File: src/rtl/core/tps_pkg.sv
// shared types, constants and case tables for the triangle plane splitter
package tps_pkg;

  localparam int COORD_WIDTH_DEF  = 32;
  localparam int NORMAL_WIDTH_DEF = 16;
  localparam int THR_WIDTH        = 16;
  localparam int CFG_IDX_W        = 3;
  localparam int Q_WIDTH          = 17;
  localparam int DIV_STEPS        = 16;

  localparam logic [CFG_IDX_W-1:0] REG_ORG_X = 3'd0;
  localparam logic [CFG_IDX_W-1:0] REG_ORG_Y = 3'd1;
  localparam logic [CFG_IDX_W-1:0] REG_ORG_Z = 3'd2;
  localparam logic [CFG_IDX_W-1:0] REG_NRM_X = 3'd3;
  localparam logic [CFG_IDX_W-1:0] REG_NRM_Y = 3'd4;
  localparam logic [CFG_IDX_W-1:0] REG_NRM_Z = 3'd5;
  localparam logic [CFG_IDX_W-1:0] REG_THR   = 3'd6;

  typedef enum logic [3:0] {
    ST_IDLE, ST_DOT, ST_DOT_END, ST_EDGE_LD, ST_EDGE_CHK, ST_DIV,
    ST_INTERP, ST_IP_END, ST_DECIDE, ST_EMIT_LD, ST_EMIT_WAIT
  } state_t;

  typedef enum logic [2:0] {
    CS_NONE, CS_WHOLE, CS_Z2, CS_Z0, CS_Z1, CS_C0, CS_C1, CS_C2
  } case_t;

  typedef enum logic [1:0] {
    EA_SKIP, EA_FULL, EA_DIV
  } edge_act_t;

  typedef struct packed {
    logic       load_vtx;
    logic [1:0] slot;
    logic       dot_go;
    logic       edge_ld;
    logic       edge_chk;
    logic       div_step;
    logic       ip_go;
    logic       decide;
    logic       emit_ld;
    logic [1:0] vsel;
    logic [1:0] asel;
    logic [1:0] esel;
    logic [3:0] kidx;
  } cmd_t;

  typedef struct packed {
    logic       zero_nrm;
    edge_act_t  edge_act;
    logic [3:0] count;
  } sts_t;

  // entry is {position source, normal source}; positions 3..5 are edge crossings
  localparam logic [4:0] PICK_TAB [8][9] = '{
    '{5'd0, 5'd0, 5'd0, 5'd0, 5'd0, 5'd0, 5'd0, 5'd0, 5'd0},
    '{{3'd0,2'd0}, {3'd1,2'd1}, {3'd2,2'd2}, 5'd0, 5'd0, 5'd0, 5'd0, 5'd0, 5'd0},
    '{{3'd2,2'd0}, {3'd0,2'd0}, {3'd3,2'd0}, {3'd1,2'd0}, {3'd2,2'd0}, {3'd3,2'd0},
      5'd0, 5'd0, 5'd0},
    '{{3'd0,2'd0}, {3'd1,2'd0}, {3'd4,2'd0}, {3'd2,2'd0}, {3'd0,2'd0}, {3'd4,2'd0},
      5'd0, 5'd0, 5'd0},
    '{{3'd1,2'd0}, {3'd2,2'd0}, {3'd5,2'd0}, {3'd0,2'd0}, {3'd1,2'd0}, {3'd5,2'd0},
      5'd0, 5'd0, 5'd0},
    '{{3'd0,2'd0}, {3'd1,2'd1}, {3'd5,2'd0}, {3'd1,2'd1}, {3'd4,2'd0}, {3'd5,2'd0},
      {3'd5,2'd0}, {3'd4,2'd0}, {3'd2,2'd2}},
    '{{3'd2,2'd0}, {3'd0,2'd0}, {3'd4,2'd0}, {3'd0,2'd0}, {3'd3,2'd0}, {3'd4,2'd0},
      {3'd4,2'd0}, {3'd3,2'd0}, {3'd1,2'd0}},
    '{{3'd1,2'd0}, {3'd2,2'd0}, {3'd3,2'd0}, {3'd2,2'd0}, {3'd5,2'd0}, {3'd3,2'd0},
      {3'd3,2'd0}, {3'd5,2'd0}, {3'd0,2'd0}}
  };

  function automatic logic [3:0] case_count(case_t c);
    logic [3:0] n;
    unique case (c)
      CS_NONE:                n = 4'd0;
      CS_WHOLE:               n = 4'd3;
      CS_Z2, CS_Z0, CS_Z1:    n = 4'd6;
      default:                n = 4'd9;
    endcase
    return n;
  endfunction

  function automatic logic [3:0] case_split(case_t c);
    logic [3:0] n;
    unique case (c)
      CS_C0, CS_C1, CS_C2: n = 4'd6;
      default:             n = 4'd3;
    endcase
    return n;
  endfunction

endpackage

File: src/rtl/core/tps_ctrl.sv
// sequencer: vertex phase, dot product, edge crossings, emission
module tps_ctrl (
  input  logic          clk,
  input  logic          rst_n,
  input  logic          in_valid,
  output logic          in_ready,
  output logic          out_valid,
  input  logic          out_ready,
  input  tps_pkg::sts_t sts,
  output tps_pkg::cmd_t cmd
);

  tps_pkg::state_t state_r, state_nxt;
  logic [1:0] phase_r, phase_nxt;
  logic [1:0] vtx_r, vtx_nxt;
  logic [1:0] ax_r, ax_nxt;
  logic [1:0] edge_r, edge_nxt;
  logic [3:0] cnt_r, cnt_nxt;

  always_ff @(posedge clk) begin
    if (!rst_n) begin
      state_r <= tps_pkg::ST_IDLE;
      phase_r <= 2'd0;
      vtx_r   <= 2'd0;
      ax_r    <= 2'd0;
      edge_r  <= 2'd0;
      cnt_r   <= 4'd0;
    end else begin
      state_r <= state_nxt;
      phase_r <= phase_nxt;
      vtx_r   <= vtx_nxt;
      ax_r    <= ax_nxt;
      edge_r  <= edge_nxt;
      cnt_r   <= cnt_nxt;
    end
  end

  assign out_valid = (state_r == tps_pkg::ST_EMIT_WAIT);

  always_comb begin
    state_nxt = state_r;
    phase_nxt = phase_r;
    vtx_nxt   = vtx_r;
    ax_nxt    = ax_r;
    edge_nxt  = edge_r;
    cnt_nxt   = cnt_r;
    in_ready  = 1'b0;
    cmd       = '0;
    cmd.vsel  = vtx_r;
    cmd.asel  = ax_r;
    cmd.esel  = edge_r;
    cmd.kidx  = cnt_r;
    unique case (state_r)
      tps_pkg::ST_IDLE: begin
        in_ready = 1'b1;
        if (in_valid) begin
          cmd.load_vtx = 1'b1;
          cmd.slot     = (phase_r >= 2'd2) ? 2'd2 : phase_r;
          if (phase_r >= 2'd2) begin
            phase_nxt = 2'd0;
            vtx_nxt   = 2'd0;
            ax_nxt    = 2'd0;
            if (!sts.zero_nrm) state_nxt = tps_pkg::ST_DOT;
          end else begin
            phase_nxt = phase_r + 2'd1;
          end
        end
      end
      tps_pkg::ST_DOT: begin
        cmd.dot_go = 1'b1;
        if (ax_r == 2'd2) begin
          ax_nxt = 2'd0;
          if (vtx_r == 2'd2) state_nxt = tps_pkg::ST_DOT_END;
          else vtx_nxt = vtx_r + 2'd1;
        end else begin
          ax_nxt = ax_r + 2'd1;
        end
      end
      tps_pkg::ST_DOT_END: begin
        edge_nxt  = 2'd0;
        state_nxt = tps_pkg::ST_EDGE_LD;
      end
      tps_pkg::ST_EDGE_LD: begin
        cmd.edge_ld = 1'b1;
        state_nxt   = tps_pkg::ST_EDGE_CHK;
      end
      tps_pkg::ST_EDGE_CHK: begin
        cmd.edge_chk = 1'b1;
        ax_nxt       = 2'd0;
        cnt_nxt      = 4'd0;
        unique case (sts.edge_act)
          tps_pkg::EA_FULL: state_nxt = tps_pkg::ST_INTERP;
          tps_pkg::EA_DIV:  state_nxt = tps_pkg::ST_DIV;
          default: begin
            if (edge_r == 2'd2) begin
              state_nxt = tps_pkg::ST_DECIDE;
            end else begin
              edge_nxt  = edge_r + 2'd1;
              state_nxt = tps_pkg::ST_EDGE_LD;
            end
          end
        endcase
      end
      tps_pkg::ST_DIV: begin
        cmd.div_step = 1'b1;
        if (cnt_r == 4'(tps_pkg::DIV_STEPS - 1)) state_nxt = tps_pkg::ST_INTERP;
        else cnt_nxt = cnt_r + 4'd1;
      end
      tps_pkg::ST_INTERP: begin
        cmd.ip_go = 1'b1;
        if (ax_r == 2'd2) state_nxt = tps_pkg::ST_IP_END;
        else ax_nxt = ax_r + 2'd1;
      end
      tps_pkg::ST_IP_END: begin
        if (edge_r == 2'd2) begin
          state_nxt = tps_pkg::ST_DECIDE;
        end else begin
          edge_nxt  = edge_r + 2'd1;
          state_nxt = tps_pkg::ST_EDGE_LD;
        end
      end
      tps_pkg::ST_DECIDE: begin
        cmd.decide = 1'b1;
        cnt_nxt    = 4'd0;
        state_nxt  = tps_pkg::ST_EMIT_LD;
      end
      tps_pkg::ST_EMIT_LD: begin
        if (sts.count == 4'd0) begin
          state_nxt = tps_pkg::ST_IDLE;
        end else begin
          cmd.emit_ld = 1'b1;
          state_nxt   = tps_pkg::ST_EMIT_WAIT;
        end
      end
      tps_pkg::ST_EMIT_WAIT: begin
        if (out_ready) begin
          if (cnt_r == sts.count - 4'd1) begin
            state_nxt = tps_pkg::ST_IDLE;
          end else begin
            cnt_nxt   = cnt_r + 4'd1;
            state_nxt = tps_pkg::ST_EMIT_LD;
          end
        end
      end
      default: state_nxt = tps_pkg::ST_IDLE;
    endcase
  end

endmodule

File: config.mk
export PLATFORM = sky130hd
export DESIGN_NAME = tps_ctrl
export DESIGN_NICKNAME = d
export VERILOG_FILES = /design/src/rtl/core/tps_pkg.sv /design/src/rtl/core/tps_ctrl.sv
export SDC_FILE = /design/constraint.sdc
export NUM_CORES = 1
export LEC_CHECK = 0
export ABC_AREA = 1
export BUFFER_PORTS_ARGS = -buffer_cell sky130_fd_sc_hd__buf_2
export CORE_MARGIN = 4
export CORE_UTILIZATION = 40
export CTS_CLUSTER_SIZE = 40
export DETAILED_ROUTE_END_ITERATION = 7
export GPL_ROUTABILITY_DRIVEN = 0
export SYNTH_ARGS = -nofsm -noshare
export SYNTH_HDL_FRONTEND = slang
export SYNTH_SLANG_ARGS = --single-unit
File: constraint.sdc
create_clock -name clk -period 2.35 [get_ports clk]
set_clock_uncertainty 0.1 [all_clocks]
set_input_delay 0.47 -clock clk [delete_from_list [all_inputs] [get_ports clk]]
set_output_delay 0.47 -clock clk [all_outputs]
set_load 0.01 [all_outputs]
# Word level (Yosys, flattened, before mapping)
# Index checks and enable logic that the tools add are counted.
[op_classes]
eq_ne = 30
order_cmp = 1
n_reduce_logical = 14
mux = 41
add_sub_neg = 6
[op_table]
columns = ["op", "n"]
rows = [
  ["2-to-1 mux 4 bit", 14],
  ["case mux 4 bit (11 select lines)", 1],
  ["!= test 2 bit, second input constant", 12],
  ["2-to-1 mux 2 bit", 10],
  ["== test 4 x 3 -> 1 bit, second input constant", 4],
  ["== test 4 bit, second input constant", 4],
  ["case mux 4 bit (3 select lines)", 1],
  ["2-to-1 mux 1 bit", 9],
  ["adder 2 x 1 -> 2 bit, second input constant", 4],
  ["== test 2 bit, second input constant", 4],
  ["== test 4 x 2 -> 1 bit, second input constant", 2],
  ["zero test 4 bit", 2],
  ["case mux 2 bit (4 select lines)", 1],
  ["case mux 4 bit (2 select lines)", 1],
  ["AND reduction 4 bit", 2],
  ["AND reduction 8 bit", 1],
  ["2-to-1 mux 3 bit", 2],
  ["case mux 2 bit (3 select lines)", 1],
  ["nonzero test 3 bit", 2],
  ["AND reduction 5 bit", 1],
  ["adder 4 x 1 -> 4 bit, second input constant", 1],
  ["== test 4 x 1 -> 1 bit, second input constant", 1],
  ["== test 4 bit", 1],
  ["case mux 2 bit (2 select lines)", 1],
  ["other kinds (8)", 10],
]
[totals]
in_bits = 11
reg_bits = 16
wordCells = 98

# Logic depth before layout (Yosys ltp)
[depth]
depth_word = 5
ltp_mapped = 13
depth_no_buf = 13

# Worst setup path before layout
# No wires, ideal clock.
[synth_path]
path_type = "input to register"
from = "input port sts[0] (netlist bit)"
to = "register cnt_r[0]"
setup_slack_ps = 555
stages = 10
setup_time_ps = 110
required_ps = 2140
arrival_time_ps = 1585
path_buffers = 0
path_cell_list = "inv_1 -> ha_1 -> xor2_1 -> nand2_1 -> nor2_1 -> nand3_1 -> nand2_2 -> clkinv_2 -> nor2_2 -> nor2_2"
[synth_between]
elab_chain_len = 4
[synth_lines]
columns = ["item", "line_no", "source"]
rows = [
  ["start: declaration", "tps_ctrl.sv:9", "input tps_pkg::sts_t sts,"],
  ["subtractor 4 x 1 -> 4 bit", "tps_ctrl.sv:137", "if (cnt_r == sts.count - 4'd1) begin"],
  ["== test 4 bit", "tps_ctrl.sv:137", ""],
  ["!= test 2 bit (no line)", "n/a", ""],
  ["AND reduction 4 bit (no line)", "n/a", ""],
  ["end signal: assignment", "tps_ctrl.sv:34", "cnt_r <= cnt_nxt;"],
  ["end: declaration", "tps_ctrl.sv:18", "logic [3:0] cnt_r, cnt_nxt;"],
]
# No other way between the ends.
# A chain may end at the register's enable or synchronous reset.

==> results.cfg <==
[final_layout]
areaGrowthSynthToFinish_pct = 18.0
fin_area_mm2 = 0.00169
drive_above_1_share = 0.324
layout.nets = 278
fin_cells = 302
register_area_um2 = 322
multiInputGateArea_um2 = 963
fin_util = 0.498
num_antenna_cells = 0
n_fill_cell = 370

[drt]
routedWlPerCell_um = 10.4
drt_iter0_markers = 64
ant_nets = 0
dr.pass1.iters = 4
drc_errors = 0
viasPerCell = 4.59
routed_wl_um = 3130
vias = 1387

[critical_path]
crit_family = simple AND/OR/NAND/NOR gates
start_kind = flop
crit_chain = nor2_4, nand2_2, inv_2, nand2_1, or2_1, nor2_2, buf_2
crit_path_end_kind = output port
path_buf_inv = 2
crit_fanout = 5
required_ns = 1.78
slowest_delay_ns = 0.41
arrival_ns = 1.62
critical_path_class = reg2out
crit_slowest_cell = dfxtp_1

[die]
die_x_um = 67.8
pin_count = 33
rows = 21
initial_core_util = 0.422
dieHeight_um = 67.8
die_area_mm2 = 0.00459
coreArea_mm2 = 0.00339

[logic_synthesis]
synth.net_count = 241
yosys_warnings = 0
syn_inst = 220
ys_ff_latch = 16
synth_area_per_cell_um2 = 6.49
async_reset_ff_frac = 0
synth.distinct_cells = 31
synth_flop_cell = dfxtp_1
synth_top_area_cell = dfxtp_1
ys_seq_area_frac = 0.224
synthTopCellsByCount = 48 x nand2_1, 24 x inv_1, 22 x nor2_1
yosys.cell_count.top_type = nand2_1
synth_edf_count = 0
synth_area_mm2 = 0.00143
synth_top_area_frac = 0.224
synth.area.top_cells = dfxtp_1 22%, nand2_1 13%, ha_1 8.8%

[clock_tree]
clock_latency_ns = 0.28
ctsHoldBuffers = 0
h-tree-depth = 1
cts_tree = yes
cts_root_buf = clkbuf_4
path_clk_slew_ns = 0.09
clock-sinks = 16
cts_buffers = 3
cts_buffer_depth = 2

[status]
outcome = complete, no violations

[global_route]
grt-ovfl-total = 0
gr-usage-all-layers = 0.152
antenna_found_initial = 0
grt_first_pass_wirelength_um = 5460
grt_max_degree = 10
grt_pass1_vias = 1265

[sta]
rsz0062_at_grt = false
slew_headroom = 0.791
maxSlewViolCount = 0
max_slew.worst_pin.slew_ns = 0.313
fin_tns_setup_ns = 0
setup_viol = 0
hold_viol_final = 0
post-route-period-util = 0.930
min_period_ns = 2.19
max_freq_mhz = 458

[worst_hold_path]
hp-class = reg2reg

[power_and_ir_drop]
max-vdd-ir-drop_mv = 0.209
power_density_mw_per_mm2 = 351
leakagePower_nw = 0.881

[place]
portBuffers = 32
placed_cells_incl_taps = 297
placed_area_mm2 = 0.00164
hpwl_um = 2590

[flow_run]
drv_cap = 0
==> power by group <==
group / total [W] / internal (W) / switching, W
clock network: 0.000179 / 0.0000943 / 0.0000849
logic: 0.000124 / 0.0000464 / 0.0000771
registers: 0.000289 / 0.000281 / 0.00000826
==> cells by family after synthesis <==
| group | synth area share |
|---|---|
| and+or+nand+nor | 0.463 |
| xor gates and xnor gates | 0.00613 |
| DFF | 0.224 |
| adders and majority gates | 0.0876 |
| AOI/OAI and AO/OA | 0.117 |
| buffers and inverters | 0.102 |
==> per-stage QoR <==
| step | hold WS [ns] | power [W] | worst slack (ns) |
|---|---|---|---|
| after floorplan | 0.366 | 0.000382 | 0.555 |
| after global placement | 0.375 | 0.000419 | 0.375 |
| after detailed placement | 0.369 | 0.000420 | 0.346 |
| after CTS | 0.379 | 0.000603 | 0.101 |
| after global routing | 0.399 | 0.000636 | 0.00987 |
| final | 0.381 | 0.000592 | 0.165 |
==> what timing repair did <==
action	in CTS	in global routing
gates resized for setup	0	1
endpoints found under the setup margin	0	1
hold endpoints to repair	0	0
buffers inserted	0	1
==> cells in the final DEF (no fill, tap or decap), types with 7 or more instances in the layout <==
cell type  Yosys  routed
inv_2         10      10
nor2_2        14      14
nor2_4         7       7
nand2_1       48      48
nand3_1       17      17
inv_1         24      24
buf_2          0      32
o21ai_0        8       8
dfxtp_1       16      15
ha_1          10      10
a21oi_1       12      12
nor2_1        22      22
==> routing by layer <==
metal	up-vias	routed length, um	global-route usage
li1	769	-	-
met1	587	1590	0.213
met2	29	1340	0.241
met3	2	186	0.0200
met4	0	19	0.0481
met5	-	0	0
==> flip-flops by register name, indices dropped and copies added, names as in the netlist <==
register and count:
cnt_r 4, state_r 4, ax_r 2, edge_r 2, phase_r 2, vtx_r 2
==> final cells by class <==
cell class / count / share of cell area
repair buffers: 33 / 0.0994
well taps: 46 / 0.0341
multi-input cells: 166 / 0.571
clock buffers: 4 / 0.0215
inverters: 37 / 0.0831
flip-flops and latches: 16 / 0.191
==> worst min-delay path, delay by kind of cell, from the launching register on <==
family | cells | cell delay (ns)
compound gates | 1 | 0.05
flops | 1 | 0.33
simple gates | 1 | 0.06
==> final timing paths <==
kind / startpoint / endpoint / slack (ns) / depth (start not counted)
setup / recovery: state_r[2] / cmd[17] / 0.16 / 7
hold / removal: edge_r[0] / edge_r[0] / 0.38 / 2
setup reg to reg: cnt_r[1] / state_r[0] / 0.69 / 9
hold reg to reg: edge_r[0] / edge_r[0] / 0.38 / 2
Power figures use the tool's default switching activity.
